[src/rtl/autokey_shift_cipher_27_core_macros.svh]
// assertion macros for the autokey cipher core
// expects clk and arst_n in the scope where the macros are used
`ifndef AUTOKEY_SHIFT_CIPHER_27_CORE_MACROS_SVH
`define AUTOKEY_SHIFT_CIPHER_27_CORE_MACROS_SVH

// condition in the same cycle
`define AKC_ASSERT_IMP(label, ante, cons, msg) \
	label: assert property (@(posedge clk) disable iff (!arst_n) (ante) |-> (cons)) \
		else $error(msg);

// condition in the following cycle
`define AKC_ASSERT_NEXT(label, ante, cons, msg) \
	label: assert property (@(posedge clk) disable iff (!arst_n) (ante) |=> (cons)) \
		else $error(msg);

`endif

[src/rtl/akc_pkg.sv]
// shared types, constants and symbol coding functions for the autokey cipher core
// no dependencies
package akc_pkg;

	localparam int MaxLen = 64;
	localparam int AddrW = (MaxLen > 1) ? $clog2(MaxLen) : 1;
	localparam int CountW = $clog2(MaxLen + 1);
	localparam int Alpha = 27;
	localparam logic [4:0] SymSpace = 5'd26;
	localparam logic [7:0] CharA = 8'h41;
	localparam logic [7:0] CharLowA = 8'h61;
	localparam logic [7:0] CharLowZ = 8'h7a;
	localparam logic [7:0] CharZ = 8'h5a;
	localparam logic [7:0] CharSpace = 8'h20;
	localparam logic [7:0] CharTab = 8'h09;
	localparam logic [7:0] CharCr = 8'h0d;
	localparam logic [7:0] CaseDelta = 8'h20;

	// configuration register indexes
	localparam logic [1:0] RegKey = 2'd0;
	localparam logic [1:0] RegDecrypt = 2'd1;
	localparam logic [1:0] RegReverse = 2'd2;

	typedef struct packed {
		logic is_sym;
		logic [4:0] idx;
	} sym_t;

	typedef struct packed {
		logic [7:0] data;
		sym_t sym;
		logic last;
		logic first;
		logic dec;
		logic rev;
		logic [4:0] key;
	} qent_t;

	typedef struct packed {
		logic [7:0] code;
		logic [4:0] next_shift;
	} code_res_t;

	typedef struct packed {
		logic draining;
		logic ovf;
		logic [CountW-1:0] count;
	} back_status_t;

	function automatic logic [4:0] mod27_add(input logic [4:0] a, input logic [4:0] b);
		logic [5:0] s;
		s = {1'b0, a} + {1'b0, b};
		return (s >= 6'(Alpha)) ? 5'(s - 6'(Alpha)) : s[4:0];
	endfunction

	function automatic sym_t classify(input logic [7:0] b);
		sym_t r;
		logic [7:0] u;
		u = (b >= CharLowA && b <= CharLowZ) ? b - CaseDelta : b;
		r.is_sym = 1'b0;
		r.idx = SymSpace;
		if (u >= CharA && u <= CharZ) begin
			r.is_sym = 1'b1;
			r.idx = 5'(u - CharA);
		end else if (u == CharSpace || (u >= CharTab && u <= CharCr)) begin
			r.is_sym = 1'b1;
		end
		return r;
	endfunction

	// codes one byte and gives the shift for the next symbol
	function automatic code_res_t code_sym(input sym_t s, input logic [7:0] raw,
		input logic [4:0] shift, input logic dec, input logic [4:0] key);
		code_res_t r;
		logic [4:0] o;
		logic [4:0] neg;
		logic [4:0] part;
		neg = 5'(6'(Alpha) - {1'b0, shift});
		o = dec ? mod27_add(s.idx, neg) : mod27_add(s.idx, shift);
		part = mod27_add(shift, dec ? o : s.idx);
		if (s.is_sym) begin
			r.code = (o == SymSpace) ? CharSpace : CharA + {3'b0, o};
			r.next_shift = mod27_add(part, key);
		end else begin
			r.code = raw;
			r.next_shift = shift;
		end
		return r;
	endfunction

endpackage

[src/rtl/autokey_shift_cipher_27_core.sv]
// autokey shift cipher core, 27-symbol alphabet (A-Z and space)
// forward mode: result held in a queue entry, then in the output register, one word
// per cycle while the output is not stalled
// reverse mode: bytes buffered at one per cycle while no message is draining,
// then each word drains through the RD and OUT states (registered store read)
// reset (arst_n low, asynchronous): key 1, encrypt, forward, no message open
`include "autokey_shift_cipher_27_core_macros.svh"
module autokey_shift_cipher_27_core import akc_pkg::*; (
	input  logic       clk,
	input  logic       arst_n,
	input  logic       cfg_wr_en,
	input  logic [1:0] cfg_index,
	input  logic [4:0] cfg_wdata,
	input  logic [7:0] in_byte,
	input  logic       in_last,
	input  logic       in_valid,
	output logic       in_ready,
	output logic [7:0] out_byte,
	output logic       out_last,
	output logic       overflow,
	output logic       out_valid,
	input  logic       out_ready
);

	logic         push_valid;
	logic         push_ready;
	qent_t        push_data;
	logic         pop_valid;
	logic         pop_ready;
	qent_t        pop_data;
	back_status_t bstat;

	akc_front u_front (
		.clk       (clk),
		.arst_n    (arst_n),
		.cfg_wr_en (cfg_wr_en),
		.cfg_index (cfg_index),
		.cfg_wdata (cfg_wdata),
		.in_byte   (in_byte),
		.in_last   (in_last),
		.in_valid  (in_valid),
		.in_ready  (in_ready),
		.push_valid(push_valid),
		.push_ready(push_ready),
		.push_data (push_data)
	);

	akc_queue u_queue (
		.clk       (clk),
		.arst_n    (arst_n),
		.push_valid(push_valid),
		.push_ready(push_ready),
		.push_data (push_data),
		.pop_valid (pop_valid),
		.pop_ready (pop_ready),
		.pop_data  (pop_data)
	);

	akc_back u_back (
		.clk      (clk),
		.arst_n   (arst_n),
		.pop_valid(pop_valid),
		.pop_ready(pop_ready),
		.pop_data (pop_data),
		.out_byte (out_byte),
		.out_last (out_last),
		.out_ovf  (overflow),
		.out_valid(out_valid),
		.out_ready(out_ready),
		.status   (bstat)
	);

	`AKC_ASSERT_IMP(a_no_pop_in_drain, bstat.draining, !pop_ready, "queue popped during drain")
	`AKC_ASSERT_IMP(a_count_bound, 1'b1, bstat.count <= CountW'(MaxLen), "store count too large")
	`AKC_ASSERT_IMP(a_ovf_full, bstat.draining && bstat.ovf, bstat.count == CountW'(MaxLen),
		"overflow with store not full")
	`AKC_ASSERT_NEXT(a_fwd_result, pop_valid && pop_ready && !pop_data.rev, out_valid,
		"forward word lost")

endmodule

[src/rtl/akc_ram.sv]
// generic single-write, single-read memory with registered read data
// no dependencies
module akc_ram #(
	parameter int WIDTH = 8,
	parameter int DEPTH = 64,
	localparam int AW = (DEPTH > 1) ? $clog2(DEPTH) : 1
) (
	input  logic             clk,
	input  logic             we,
	input  logic [AW-1:0]    waddr,
	input  logic [WIDTH-1:0] wdata,
	input  logic             re,
	input  logic [AW-1:0]    raddr,
	output logic [WIDTH-1:0] rdata
);

	logic [WIDTH-1:0] mem [DEPTH];

	always_ff @(posedge clk) begin
		if (we) begin
			mem[waddr] <= wdata;
		end
		if (re) begin
			rdata <= mem[raddr];
		end
	end

endmodule

[src/rtl/akc_front.sv]
// front end: configuration registers, per-message latching and byte classification
// depends on akc_pkg
module akc_front import akc_pkg::*; (
	input  logic        clk,
	input  logic        arst_n,
	input  logic        cfg_wr_en,
	input  logic [1:0]  cfg_index,
	input  logic [4:0]  cfg_wdata,
	input  logic [7:0]  in_byte,
	input  logic        in_last,
	input  logic        in_valid,
	output logic        in_ready,
	output logic        push_valid,
	input  logic        push_ready,
	output qent_t       push_data
);

	logic [4:0] key_q;
	logic       dec_q;
	logic       rev_q;
	logic       busy_q;
	logic [4:0] key_lat_q;
	logic       dec_lat_q;
	logic       rev_lat_q;
	logic [4:0] key_mod;
	logic       accept;

	assign key_mod = (key_q >= 5'(Alpha)) ? 5'(key_q - 5'(Alpha)) : key_q;
	assign in_ready = push_ready;
	assign push_valid = in_valid;
	assign accept = in_valid && push_ready;

	always_comb begin
		push_data.data = in_byte;
		push_data.sym = classify(in_byte);
		push_data.last = in_last;
		push_data.first = !busy_q;
		push_data.dec = busy_q ? dec_lat_q : dec_q;
		push_data.rev = busy_q ? rev_lat_q : rev_q;
		push_data.key = busy_q ? key_lat_q : key_mod;
	end

	always_ff @(posedge clk or negedge arst_n) begin
		if (!arst_n) begin
			key_q <= 5'd1;
			dec_q <= 1'b0;
			rev_q <= 1'b0;
			busy_q <= 1'b0;
			key_lat_q <= 5'd1;
			dec_lat_q <= 1'b0;
			rev_lat_q <= 1'b0;
		end else begin
			if (cfg_wr_en) begin
				unique case (cfg_index)
					RegKey: key_q <= cfg_wdata;
					RegDecrypt: dec_q <= cfg_wdata[0];
					RegReverse: rev_q <= cfg_wdata[0];
					default: ;
				endcase
			end
			if (accept) begin
				busy_q <= !in_last;
				if (!busy_q) begin
					key_lat_q <= key_mod;
					dec_lat_q <= dec_q;
					rev_lat_q <= rev_q;
				end
			end
		end
	end

endmodule

[src/rtl/akc_queue.sv]
// two-entry word queue between front and back ends
// depends on akc_pkg
module akc_queue import akc_pkg::*; (
	input  logic  clk,
	input  logic  arst_n,
	input  logic  push_valid,
	output logic  push_ready,
	input  qent_t push_data,
	output logic  pop_valid,
	input  logic  pop_ready,
	output qent_t pop_data
);

	qent_t      ent_q [2];
	logic       wr_ptr_q;
	logic       rd_ptr_q;
	logic [1:0] fill_q;
	logic       push;
	logic       pop;

	assign push_ready = (fill_q != 2'd2);
	assign pop_valid = (fill_q != 2'd0);
	assign pop_data = ent_q[rd_ptr_q];
	assign push = push_valid && push_ready;
	assign pop = pop_valid && pop_ready;

	always_ff @(posedge clk) begin
		if (push) begin
			ent_q[wr_ptr_q] <= push_data;
		end
	end

	always_ff @(posedge clk or negedge arst_n) begin
		if (!arst_n) begin
			wr_ptr_q <= 1'b0;
			rd_ptr_q <= 1'b0;
			fill_q <= 2'd0;
		end else begin
			if (push) begin
				wr_ptr_q <= !wr_ptr_q;
			end
			if (pop) begin
				rd_ptr_q <= !rd_ptr_q;
			end
			if (push && !pop) begin
				fill_q <= fill_q + 2'd1;
			end else if (pop && !push) begin
				fill_q <= fill_q - 2'd1;
			end
		end
	end

endmodule

[src/rtl/akc_back.sv]
// back end: running shift, message store, reverse drain and output register
// depends on akc_pkg and akc_ram
module akc_back import akc_pkg::*; (
	input  logic         clk,
	input  logic         arst_n,
	input  logic         pop_valid,
	output logic         pop_ready,
	input  qent_t        pop_data,
	output logic [7:0]   out_byte,
	output logic         out_last,
	output logic         out_ovf,
	output logic         out_valid,
	input  logic         out_ready,
	output back_status_t status
);

	typedef enum logic [1:0] {
		RUN,
		RD,
		OUT
	} state_t;

	state_t            state_q;
	logic [4:0]        shift_q;
	logic [CountW-1:0] count_q;
	logic              ovf_q;
	logic              dec_q;
	logic [4:0]        key_q;
	logic [AddrW-1:0]  rd_ptr_q;
	logic              out_valid_q;
	logic [7:0]        out_byte_q;
	logic              out_last_q;
	logic              out_ovf_q;

	logic [4:0]        eff_shift;
	logic [CountW-1:0] eff_cnt;
	logic              eff_ovf;
	logic              has_room;
	logic [CountW-1:0] cnt_next;
	code_res_t         enc_res;
	code_res_t         drn_res;
	logic              out_free;
	logic              fire;
	logic              out_load;
	logic              ram_we;
	logic [7:0]        ram_wdata;
	logic              ram_re;
	logic [7:0]        ram_rdata;
	logic [7:0]        drn_byte;

	always_comb begin
		eff_shift = pop_data.first ? pop_data.key : shift_q;
		eff_cnt = pop_data.first ? '0 : count_q;
		eff_ovf = pop_data.first ? 1'b0 : ovf_q;
		has_room = (eff_cnt < CountW'(MaxLen));
		cnt_next = has_room ? eff_cnt + 1'b1 : eff_cnt;
		enc_res = code_sym(pop_data.sym, pop_data.data, eff_shift, pop_data.dec, pop_data.key);
		out_free = !out_valid_q || out_ready;
		pop_ready = (state_q == RUN) && (pop_data.rev || out_free);
		fire = pop_valid && pop_ready;
		// a new word enters the output register
		out_load = (fire && !pop_data.rev) || ((state_q == OUT) && out_free);
		ram_we = fire && pop_data.rev && has_room;
		// decrypt keeps raw bytes and codes them on the way out
		ram_wdata = pop_data.dec ? pop_data.data : enc_res.code;
		ram_re = (state_q == RD);
		drn_res = code_sym(classify(ram_rdata), ram_rdata, shift_q, 1'b1, key_q);
		drn_byte = dec_q ? drn_res.code : ram_rdata;
	end

	akc_ram #(
		.WIDTH(8),
		.DEPTH(MaxLen)
	) u_store (
		.clk  (clk),
		.we   (ram_we),
		.waddr(eff_cnt[AddrW-1:0]),
		.wdata(ram_wdata),
		.re   (ram_re),
		.raddr(rd_ptr_q),
		.rdata(ram_rdata)
	);

	always_ff @(posedge clk or negedge arst_n) begin
		if (!arst_n) begin
			state_q <= RUN;
			shift_q <= 5'd0;
			count_q <= '0;
			ovf_q <= 1'b0;
			dec_q <= 1'b0;
			key_q <= 5'd0;
			rd_ptr_q <= '0;
			out_valid_q <= 1'b0;
			out_byte_q <= 8'd0;
			out_last_q <= 1'b0;
			out_ovf_q <= 1'b0;
		end else begin
			if (out_load) begin
				out_valid_q <= 1'b1;
			end else if (out_ready) begin
				out_valid_q <= 1'b0;
			end
			unique case (state_q)
				RUN: begin
					if (fire) begin
						dec_q <= pop_data.dec;
						key_q <= pop_data.key;
						if (!pop_data.rev) begin
							shift_q <= enc_res.next_shift;
							out_byte_q <= enc_res.code;
							out_last_q <= pop_data.last;
							out_ovf_q <= 1'b0;
						end else begin
							count_q <= cnt_next;
							ovf_q <= eff_ovf || !has_room;
							// dropped bytes are never coded
							shift_q <= (has_room && !pop_data.dec) ?
								enc_res.next_shift : eff_shift;
							if (pop_data.last) begin
								rd_ptr_q <= AddrW'(cnt_next - 1'b1);
								state_q <= RD;
							end
						end
					end
				end
				RD: begin
					state_q <= OUT;
				end
				OUT: begin
					if (out_free) begin
						out_byte_q <= drn_byte;
						out_last_q <= (rd_ptr_q == '0);
						out_ovf_q <= ovf_q;
						if (dec_q) begin
							shift_q <= drn_res.next_shift;
						end
						if (rd_ptr_q == '0) begin
							state_q <= RUN;
						end else begin
							rd_ptr_q <= rd_ptr_q - 1'b1;
							state_q <= RD;
						end
					end
				end
				default: state_q <= RUN;
			endcase
		end
	end

	assign out_valid = out_valid_q;
	assign out_byte = out_byte_q;
	assign out_last = out_last_q;
	assign out_ovf = out_ovf_q;
	assign status.draining = (state_q != RUN);
	assign status.ovf = ovf_q;
	assign status.count = count_q;

endmodule

[config.mk]
export PLATFORM = sky130hd
export DESIGN_NAME = autokey_shift_cipher_27_core
export DESIGN_NICKNAME = d
export VERILOG_FILES = /design/src/rtl/akc_pkg.sv /design/src/rtl/autokey_shift_cipher_27_core.sv /design/src/rtl/akc_ram.sv /design/src/rtl/akc_front.sv /design/src/rtl/akc_queue.sv /design/src/rtl/akc_back.sv
export VERILOG_INCLUDE_DIRS = /design/src /design/src/rtl
export SDC_FILE = /design/constraint.sdc
export NUM_CORES = 1
export LEC_CHECK = 0
export CAP_MARGIN = 0
export CELL_PAD_IN_SITES_DETAIL_PLACEMENT = 2
export CELL_PAD_IN_SITES_GLOBAL_PLACEMENT = 2
export CORE_ASPECT_RATIO = 1.75
export CORE_MARGIN = 8
export CORE_UTILIZATION = 35
export DETAILED_ROUTE_END_ITERATION = 6
export DONT_BUFFER_PORTS = 1
export HOLD_SLACK_MARGIN = 0.05
export PLACE_DENSITY = 0.65
export SYNTH_ARGS = -nofsm -noshare
export SYNTH_HDL_FRONTEND = slang
export SYNTH_SLANG_ARGS = --single-unit
[constraint.sdc]
create_clock -name clk -period 12 [get_ports clk]
set_input_delay 2.4 -clock clk [delete_from_list [all_inputs] [get_ports clk]]
set_output_delay 2.4 -clock clk [all_outputs]
set_load 0.05 [all_outputs]
==> flow_summary_export.csv, run 1 <==
group,metric,value,unit
logic_synthesis,synth_top_area_share,60.85,%
clock_network,post_cts_resized,0,
global_routing,grt_use_total,18.25,%
place,placed_area,29250,sq um
min_path,hold_depth,1,
floorplan,die_w,229.5,um
floorplan,core-area,79360,sq um
clock_network,cts_setup_buffers,0,
floorplan,die_h,389.7,um
clock_network,holdBufCountCts,0,
sta,setup_viol,0,
clock_network,cts_tree,"built",
setup_path,worstSetupPathType,"reg -> reg",
floorplan,dieArea,89450,sq um
drt,avgRoutedWirePerCell,29.22,um
logic_synthesis,syn_nets,1793,
logic_synthesis,yosys_register_bits,623,
clock_network,clock_latency,0.63,ns
min_path,hp-class,"reg -> reg",
setup_path,max_stage_delay,0.56,ns
setup_path,crit_top_cell,"inv_1",
min_path,min_to,"u_front.dec_lat_q$_DFFE_PN0P_",
setup_path,ff2ff_path_depth,36,
global_routing,busiest_layer,"met2",
clock_network,numCtsBuffers,55,
sta,whs,0.5221,ns
floorplan,io_pins,33,
place,dp_hpwl,56360,um
sta,finalClockSkew,0.02186,ns
clock_network,clock_sinks,623,
final_layout,syn_to_final_growth,11.50,%
setup_path,reg2reg_slack,3.08,ns
drt,dr_total_vias,15340,
global_routing,antenna_found_initial,0,
sta,worst-slew-pin-transition,1.133,ns
final_layout,final_area,31140,sq um
final_layout,layout_common_cells,"edfxtp_1, mux4_2, nor2_1, nand2_1, ha_1",
logic_synthesis,async_flop_share,9.149,%
sta,fin_tns_setup,0,ns
final_layout,nNetsFinal,1800,
drt,finalWirelength,81570,um
drt,post_drt_via_cell_ratio,5.494,
setup_path,required,12.51,ns
global_routing,grt_max_degree,69,
clock_network,clk_transition_reported_paths,0.07,ns
setup_path,arrival,9.42,ns
global_routing,grt_use_met1,19.02,%
logic_synthesis,synth_top_cell_by_area,"edfxtp_1",
sta,rsz0062_at_grt,"false",
logic_synthesis,ys.flop_type,"edfxtp_1",
logic_synthesis,synth-edff-count,566,
setup_path,reg2reg_to,"u_back.shift_q[3]$_DFFE_PN0P_",
sta,timing.fmax,112.1,MHz
setup_path,path_max_fanout,7,
setup_path,critPathCaptureType,"flip-flop",
logic_synthesis,syn_area_per_cell,16.46,sq um
floorplan,initial_core_util,35.19,%
logic_synthesis,synth_area,27930,sq um
global_routing,grt_util_met3,2.077,%
place,io_buffer_count,0,
setup_path,r2r_start,"u_back.u_store.rdata[0]$_DFFE_PN_",
sta,slew_headroom,24.45,%
global_routing,use_met2,35.73,%
drt,drc,0,
final_layout,drive_gt1_share,19.04,%
setup_path,slowest_stage,"fa_1",
sta,hold_viol,0,
sta,finalMaxSlewViolations,0,
clock_network,root_buffer,"clkbuf_16",
drt,drt_pass1_iterations,7,
final_layout,final_common_cell,"edfxtp_1",
logic_synthesis,synth_cell_types,74,
job,cap_violations,0,
clock_network,clockBufferDepth,3,
min_path,worstHoldStart,"u_front.dec_lat_q$_DFFE_PN0P_",
final_layout,antennaDiodeCount,0,
global_routing,grt_pass1_wl,120600,um
drt,first_iter_violations,913,
logic_synthesis,yosysSeqAreaShare,65.97,%
global_routing,grt_overflow_total,0,
logic_synthesis,ys_top_cells_by_area,"edfxtp_1, mux4_2, dfrtp_1",
status,outcome,"complete, no violations",
global_routing,grt_pass1_vias,17130,
place,routabilityCongestion,0.8717,
clock_network,htreeDepth,2,
sta,period_minus_slack,8.918,ns
logic_synthesis,ys_warn_count,0,
sta,period_share,74.31,%
setup_path,startpoint_type,"flip-flop",
logic_synthesis,postSynthCellCount,1697,
drt,postRouteAntennaNets,0,
floorplan,placementRows,137,
[worst max-delay path, delay by kind of cell (launching register included)]
kind | cells | cell delay, ns
multiplexers | 2 | 0.67
XOR/XNOR | 3 | 0.84
AND/OR/NAND/NOR | 10 | 2.21
AO/OA/AOI/OAI | 7 | 1.46
adder cells (fa/ha/maj) | 8 | 2.55
buffers and inverters | 6 | 0.57
flip-flops | 1 | 0.47
[metrics by stage]
stage               utilization [%]  instances  worst slack (ns)
floorplan                         -       1697             3.656
global placement              36.86       2689             3.592
detailed placement            36.86       2689             3.092
CTS                           39.24       2791             3.066
global route                  39.24       2791             2.270
finish                        39.24       2791             3.082
[Yosys cell counts (6+ instances only)]
cell type,instances
a211oi_1,8
a21o_1,17
a21oi_1,67
a31oi_1,11
and2_1,8
and3_1,6
buf_1,23
clkbuf_1,52
dfrtp_1,55
edfxtp_1,566
fa_1,7
ha_1,68
inv_1,62
mux2_2,26
mux2i_1,28
mux4_2,168
nand2_1,82
nand2b_1,18
nand3_1,24
nand3b_1,8
nand4_1,8
nor2_1,131
nor2b_1,10
nor3_1,18
o21ai_0,59
o21bai_1,6
or2_2,6
or3_1,6
xnor2_1,33
xor2_1,32
[logic make-up after synthesis]
kind of cell	share of synthesized area, %
AO/OA/AOI/OAI	5.134
XOR/XNOR	2.038
adder cells (fa/ha/maj)	3.548
buffers and inverters	1.886
flip-flops	65.97
multiplexers	15.60
AND/OR/NAND/NOR	5.824
[per-layer routing]
metal	wire length, um	up-vias	part of all wire (%)
li1	-	6658	-
met1	28460	8230	35
met2	46630	311	57
met3	2403	136	2.9
met4	4067	0	5.0
met5	0	-	0
[sequential cells by signal, indices dropped and copies added (netlist names), 2 cells and up]
register and count:
u_back.count_q 7, u_back.key_q 5, u_back.out_byte 8, u_back.rd_ptr_q 6, u_back.shift_q 5, u_back.state_q 2, u_back.u_store.mem 512, u_back.u_store.rdata 8
u_front.key_lat_q 5, u_front.key_q 5, u_queue.ent_q 46, u_queue.fill_q 2
[final cells by class]
class,instances,area (sq um)
clock inverters,30,385.4
well taps,1042,1304
multi-input cells,935,9079
inverters,62,232.7
fillers,7711,48230
repair buffers,27,202.7
flip-flops and latches,623,18430
clock buffers,72,1503
[worst max path at each step]
stage	end	cells after the start	start	slack, ns
3_3_place_gp	u_back.shift_q[1]$_DFFE_PN0P_	33	u_queue.rd_ptr_q$_DFFE_PN0P_	3.59
4_1_cts	u_back.shift_q[3]$_DFFE_PN0P_	36	u_back.u_store.rdata[0]$_DFFE_PN_	3.07
3_5_place_dp	u_back.shift_q[3]$_DFFE_PN0P_	36	u_back.u_store.rdata[0]$_DFFE_PN_	3.09
6_report	u_back.shift_q[3]$_DFFE_PN0P_	36	u_back.u_store.rdata[0]$_DFFE_PN_	3.08
5_1_grt	u_back.shift_q[3]$_DFFE_PN0P_	36	u_back.u_store.rdata[0]$_DFFE_PN_	2.27
2_1_floorplan	u_back.u_store.mem[0][0]$_DFFE_PP_	20	u_queue.rd_ptr_q$_DFFE_PN0P_	3.66
Power of run 1 is not shown: default switching activity piles up to over one toggle a cycle in this logic, so the estimate is an artifact.
==> inputs of run 2 (changes only) <==
- PLACE_DENSITY: 0.65 -> 0.67
- clock period: 12 -> 7.2 ns (I/O delays scaled with it)
==> run 2 against run 1 <==
Effect of this change: die area stayed put; cell count rose by 4.8%; hold slack got worse by 0.017 ns; worst setup slack lost 3.0 ns; routed wire length increased by 1.7%; count of clock-buffer cells in the layout fell by 4; via count is 3.5% higher; non-clock buffer count rose by 134; critical path type unchanged.
==> flow_summary_export.csv, run 2 (synthesized netlist as in run 1, its figures left out) <==
group,metric,value,unit
status,outcome,"complete, no violations",
floorplan,placementRows,137,
drt,drc,0,
drt,avgRoutedWirePerCell,28.35,um
drt,finalWirelength,82960,um
place,dp_hpwl,57430,um
min_path,hp-class,"reg -> reg",
min_path,min_to,"u_front.key_lat_q[3]$_DFFE_PN0P_",
setup_path,crit_buf_inv,7,
global_routing,antenna_found_initial,0,
final_layout,syn_to_final_growth,17.32,%
final_layout,final_common_cell,"edfxtp_1",
setup_path,reg2reg_to,"u_back.shift_q[2]$_DFFE_PN0P_",
clock_network,holdBufCountCts,0,
setup_path,max_stage_delay,0.57,ns
sta,period_minus_slack,7.083,ns
final_layout,final_area,32770,sq um
min_path,hold_depth,2,
floorplan,die_h,389.7,um
floorplan,io_pins,33,
setup_path,slowest_stage,"or4_4",
job,cap_violations,0,
setup_path,path_max_fanout,6,
final_layout,top_regs,"u_back.u_store.mem: 512 flops, u_queue.ent_q: 46 flops",
setup_path,crit_top_cell,"inv_2",
setup_path,startpoint_type,"flip-flop",
drt,postRouteAntennaNets,0,
clock_network,root_buffer,"clkbuf_16",
final_layout,antennaDiodeCount,0,
global_routing,busiest_layer,"met2",
setup_path,worstSetupPathType,"reg -> reg",
place,routabilityCongestion,0.8238,
floorplan,core-area,79360,sq um
setup_path,r2r_start,"u_queue.rd_ptr_q$_DFFE_PN0P_",
final_layout,drive_gt1_share,30.94,%
setup_path,critPathTopFamily,"adder cells",
drt,post_drt_via_cell_ratio,5.427,
sta,period_share,98.37,%
global_routing,grt_pass1_vias,17670,
final_layout,layout_common_cells,"edfxtp_1, mux4_2, buf_4, nor2_1, nand2_1",
floorplan,dieArea,89450,sq um
global_routing,grt_pass1_wl,120700,um
sta,slew_headroom,19.85,%
clock_network,numCtsBuffers,55,
sta,timing.fmax,141.2,MHz
setup_path,arrival,7.57,ns
setup_path,reg2reg_slack,0.12,ns
final_layout,largest-register,"u_back.u_store.mem",
drt,first_iter_violations,969,
sta,hold_viol,0,
drt,dr_total_vias,15880,
global_routing,grt_util_met3,1.671,%
floorplan,die_w,229.5,um
global_routing,grt_max_degree,104,
clock_network,clk_transition_reported_paths,0.07,ns
global_routing,grt_use_met1,18.32,%
clock_network,htreeDepth,2,
global_routing,use_met2,36.62,%
clock_network,clock_sinks,623,
sta,rsz0062_at_grt,"true",
clock_network,clock_latency,0.61,ns
sta,worst-slew-pin-transition,1.201,ns
sta,setup_viol,0,
setup_path,required,7.69,ns
place,placed_area,29990,sq um
min_path,worstHoldStart,"u_front.key_lat_q[3]$_DFFE_PN0P_",
sta,finalClockSkew,0.02635,ns
drt,drt_pass1_iterations,5,
place,io_buffer_count,0,
setup_path,ff2ff_path_depth,35,
clock_network,cts_tree,"built",
global_routing,grt_use_total,18.06,%
setup_path,startpoint,"u_queue.rd_ptr_q$_DFFE_PN0P_",
floorplan,initial_core_util,35.19,%
final_layout,largest_reg_flops,512,
clock_network,clockBufferDepth,3,
global_routing,grt_overflow_total,0,
final_layout,nNetsFinal,1934,
sta,finalMaxSlewViolations,0,
setup_path,critPathCaptureType,"flip-flop",
-- run 2: cell count changes in the layout (fill, tap and decap cells not counted), sizes merged --
cell / before / now
buf: 27 / 161
clkinv: 15 / 24
clkbuf: 72 / 68
clkinvlp: 4 / 1
bufinv: 8 / 6
inv: 65 / 66
-- run 2: stage by stage --
| step | setup TNS (ns) | utilization, % | cells | hold WS [ns] | worst slack, ns |
|---|---|---|---|---|---|
| after detailed placement | -2.395 | 37.79 | 2780 | 0.4802 | -0.5692 |
| after floorplan | 0 | - | 1697 | 0.4457 | 0.001024 |
| after CTS | 0 | 40.53 | 2910 | 0.4857 | 0.006019 |
| after global placement | -1.169 | 37.79 | 2780 | 0.4614 | -0.3392 |
| final | 0 | 41.29 | 2926 | 0.5048 | 0.1173 |
| after global routing | -0.7671 | 41.29 | 2926 | 0.5029 | -0.1881 |
-- run 2: worst min-delay path, cell delays in order, from the launching register on --
cell	delay, ns
dfrtp_1	0.35
nand2_1	0.06
nand2_1	0.06
-- run 2: what timing repair did --
item	CTS	global route
setup buffers	27	17
pin swaps	23	64
resized for setup	50	105
setup endpoints to repair	5	5
-- run 2: area by class of cell --
class | count | area [sq um]
inverters | 62 | 232.7
clock buffers | 68 | 1446
flip-flops and latches | 623 | 18430
repair buffers | 161 | 1240
clock inverters | 35 | 349.1
multi-input cells | 935 | 9761
well taps | 1042 | 1304
fillers | 7638 | 46600
-- run 2: layer usage --
| metal | share of wire [%] | vias to the layer above |
|---|---|---|
| met1 | 34 | 8512 |
| met4 | 4.6 | 0 |
| met2 | 58 | 304 |
| met5 | 0 | - |
| li1 | - | 6927 |
| met3 | 2.8 | 136 |
-- run 2: worst max-delay path by stage --
stage                                         end  slack (ns)  cells after the start
floorplan           u_back.shift_q[2]$_DFFE_PN0P_       0.001                     35
global placement    u_back.shift_q[4]$_DFFE_PN0P_       -0.34                     30
detailed placement  u_back.shift_q[4]$_DFFE_PN0P_       -0.57                     30
CTS                 u_back.shift_q[2]$_DFFE_PN0P_       0.006                     34
global route        u_back.shift_q[3]$_DFFE_PN0P_       -0.19                     35
finish              u_back.shift_q[2]$_DFFE_PN0P_        0.12                     35
Power of run 2 is left out for the same reason.
==> inputs of run 3 (changes only) <==
- ABC_AREA: not set -> 0
- PLACE_DENSITY: 0.67 -> not set
- PLACE_DENSITY_LB_ADDON: not set -> 0.1
==> run 3 against run 2 <==
Effect of this change: non-clock buffer count down 20; register-to-register slack lost 0.04 ns; sequential share of layout area is 0.15 points higher; global-route usage rose by 0.55 points; count of clock-buffer cells in the layout is 5 lower; utilization shrank 0.11 points; sequential cell count unchanged; hold slack got worse by 0.012 ns; critical endpoint is now u_back.shift_q[3]$_DFFE_PN0P_.
==> flow_summary_export.csv, run 3 (synthesized netlist as in run 1, its figures left out) <==
group,metric,value,unit
final_layout,drive_gt1_share,29.65,%
final_layout,syn_to_final_growth,17.01,%
setup_path,crit_top_cell,"inv_2",
drt,drc,0,
final_layout,largest-register,"u_back.u_store.mem",
sta,whs,0.4925,ns
drt,first_iter_violations,698,
place,dp_hpwl,57990,um
sta,timing.fmax,140.4,MHz
drt,avgRoutedWirePerCell,28.83,um
place,dp.cells,2778,
job,cap_violations,0,
drt,drt_pass1_iterations,4,
clock_network,clk_transition_reported_paths,0.07,ns
drt,post_drt_via_cell_ratio,5.351,
sta,period_share,98.94,%
status,outcome,"complete, no violations",
floorplan,die_w,229.5,um
min_path,hp-class,"reg -> reg",
floorplan,die_h,389.7,um
global_routing,grt_pass1_vias,17860,
final_layout,antennaDiodeCount,0,
drt,dr_total_vias,15590,
sta,setup_slack,0.07642,ns
global_routing,grt_max_degree,74,
setup_path,worstSetupPathType,"reg -> reg",
final_layout,fin_cells,2914,
final_layout,layout_common_cells,"edfxtp_1, mux4_2, buf_4, nor2_1, nand2_1",
final_layout,final_area,32680,sq um
global_routing,grt_overflow_total,0,
setup_path,path_max_fanout,3,
clock_network,clock_sinks,623,
final_layout,final_common_cell,"edfxtp_1",
place,io_buffer_count,0,
sta,slew_headroom,21.54,%
global_routing,antenna_found_initial,0,
floorplan,placementRows,137,
setup_path,arrival,7.64,ns
clock_network,root_buffer,"clkbuf_16",
clock_network,cts_tree,"built",
final_layout,nNetsFinal,1918,
drt,finalWirelength,84010,um
floorplan,io_pins,33,
sta,setup_viol,0,
final_layout,top_regs,"u_back.u_store.mem: 512 flops, u_queue.ent_q: 46 flops",
setup_path,critPathCaptureType,"flip-flop",
floorplan,core-area,79360,sq um
clock_network,numCtsBuffers,59,
setup_path,max_stage_delay,0.61,ns
clock_network,htreeDepth,2,
sta,finalMaxSlewViolations,0,
sta,hold_viol,0,
setup_path,required,7.71,ns
clock_network,holdBufCountCts,0,
global_routing,grt_use_total,18.62,%
global_routing,grt_pass1_wl,123300,um
floorplan,initial_core_util,35.19,%
setup_path,slowest_stage,"fa_2",
place,pre_cts_ws,-0.4467,ns
sta,worst-slew-pin-transition,1.177,ns
sta,rsz0062_at_grt,"true",
clock_network,clockBufferDepth,3,
clock_network,clock_latency,0.65,ns
drt,postRouteAntennaNets,0,
final_layout,largest_reg_flops,512,
place,routabilityCongestion,0.7915,
sta,finalClockSkew,0.03298,ns
floorplan,dieArea,89450,sq um
place,placed_area,29980,sq um
sta,period_minus_slack,7.124,ns
setup_path,startpoint_type,"flip-flop",
## run 3: cell types whose count changed in the layout (fill, tap and decap cells not counted), sizes merged
cell and delta:
clkinv +9, buf -20, inv -2, clkinvlp +2, bufinv +4, clkbuf -5
## run 3: timing repair
action,4_1_cts,5_1_grt
buffers inserted,3,22
endpoints found under the hold margin,0,0
pin swaps,10,52
setup endpoints to repair,5,5
cloned,0,0
gates resized for setup,28,90
## run 3: area by class of cell
cell class                      count  area (sq um)
Clock buffer                       63          1513
Clock inverter                     48         516.7
Fill cell                        7613         46690
Inverter                           62         232.7
Multi-Input combinational cell    935          9589
Sequential cell                   623         18430
Tap cell                         1042          1304
Timing Repair Buffer              141          1090
## run 3: per-stage QoR
| stage | utilization [%] | TNS [ns] |
|---|---|---|
| after floorplan | - | 0 |
| after global placement | 37.77 | -0.7808 |
| after detailed placement | 37.77 | -2.060 |
| after CTS | 40.50 | 0 |
| after global routing | 41.18 | -1.132 |
| final | 41.18 | 0 |
## run 3: worst paths after layout
path | to | from | slack, ns | depth (start not counted)
worst max-delay path | u_back.shift_q[3]$_DFFE_PN0P_ | u_back.u_store.rdata[0]$_DFFE_PN_ | 0.08 | 38
worst min-delay path | u_front.key_lat_q[4]$_DFFE_PN0P_ | u_front.key_lat_q[4]$_DFFE_PN0P_ | 0.49 | 2
worst max register to register | u_back.shift_q[3]$_DFFE_PN0P_ | u_back.u_store.rdata[0]$_DFFE_PN_ | 0.08 | 38
worst min register to register | u_front.key_lat_q[4]$_DFFE_PN0P_ | u_front.key_lat_q[4]$_DFFE_PN0P_ | 0.49 | 2
max in group asynchronous | u_front.key_lat_q[0]$_DFFE_PN1P_ | arst_n | 6.47 | 0
min in group asynchronous | u_queue.wr_ptr_q$_DFFE_PN0P_ | arst_n | 0.51 | 0
## run 3: worst max-delay path: cells and delay by family (launching register included)
family                   cells  cell delay (ns)
AND/OR/NAND/NOR             10             1.50
multiplexers                 2             0.43
flip-flops                   1             0.40
buffers and inverters        7             0.51
AO/OA/AOI/OAI                7             1.14
XOR/XNOR                     4             0.77
adder cells (fa/ha/maj)      8             2.23
## run 3: metal layers
metal  vias up  GRT usage [%]  wire [um]
li1       6902              -          -
met1      8365          19.12      29500
met2       202          37.62      49320
met3       124          2.012       1867
met4         0          7.076       3315
met5         -              0          0
Power of run 3 is left out for the same reason.
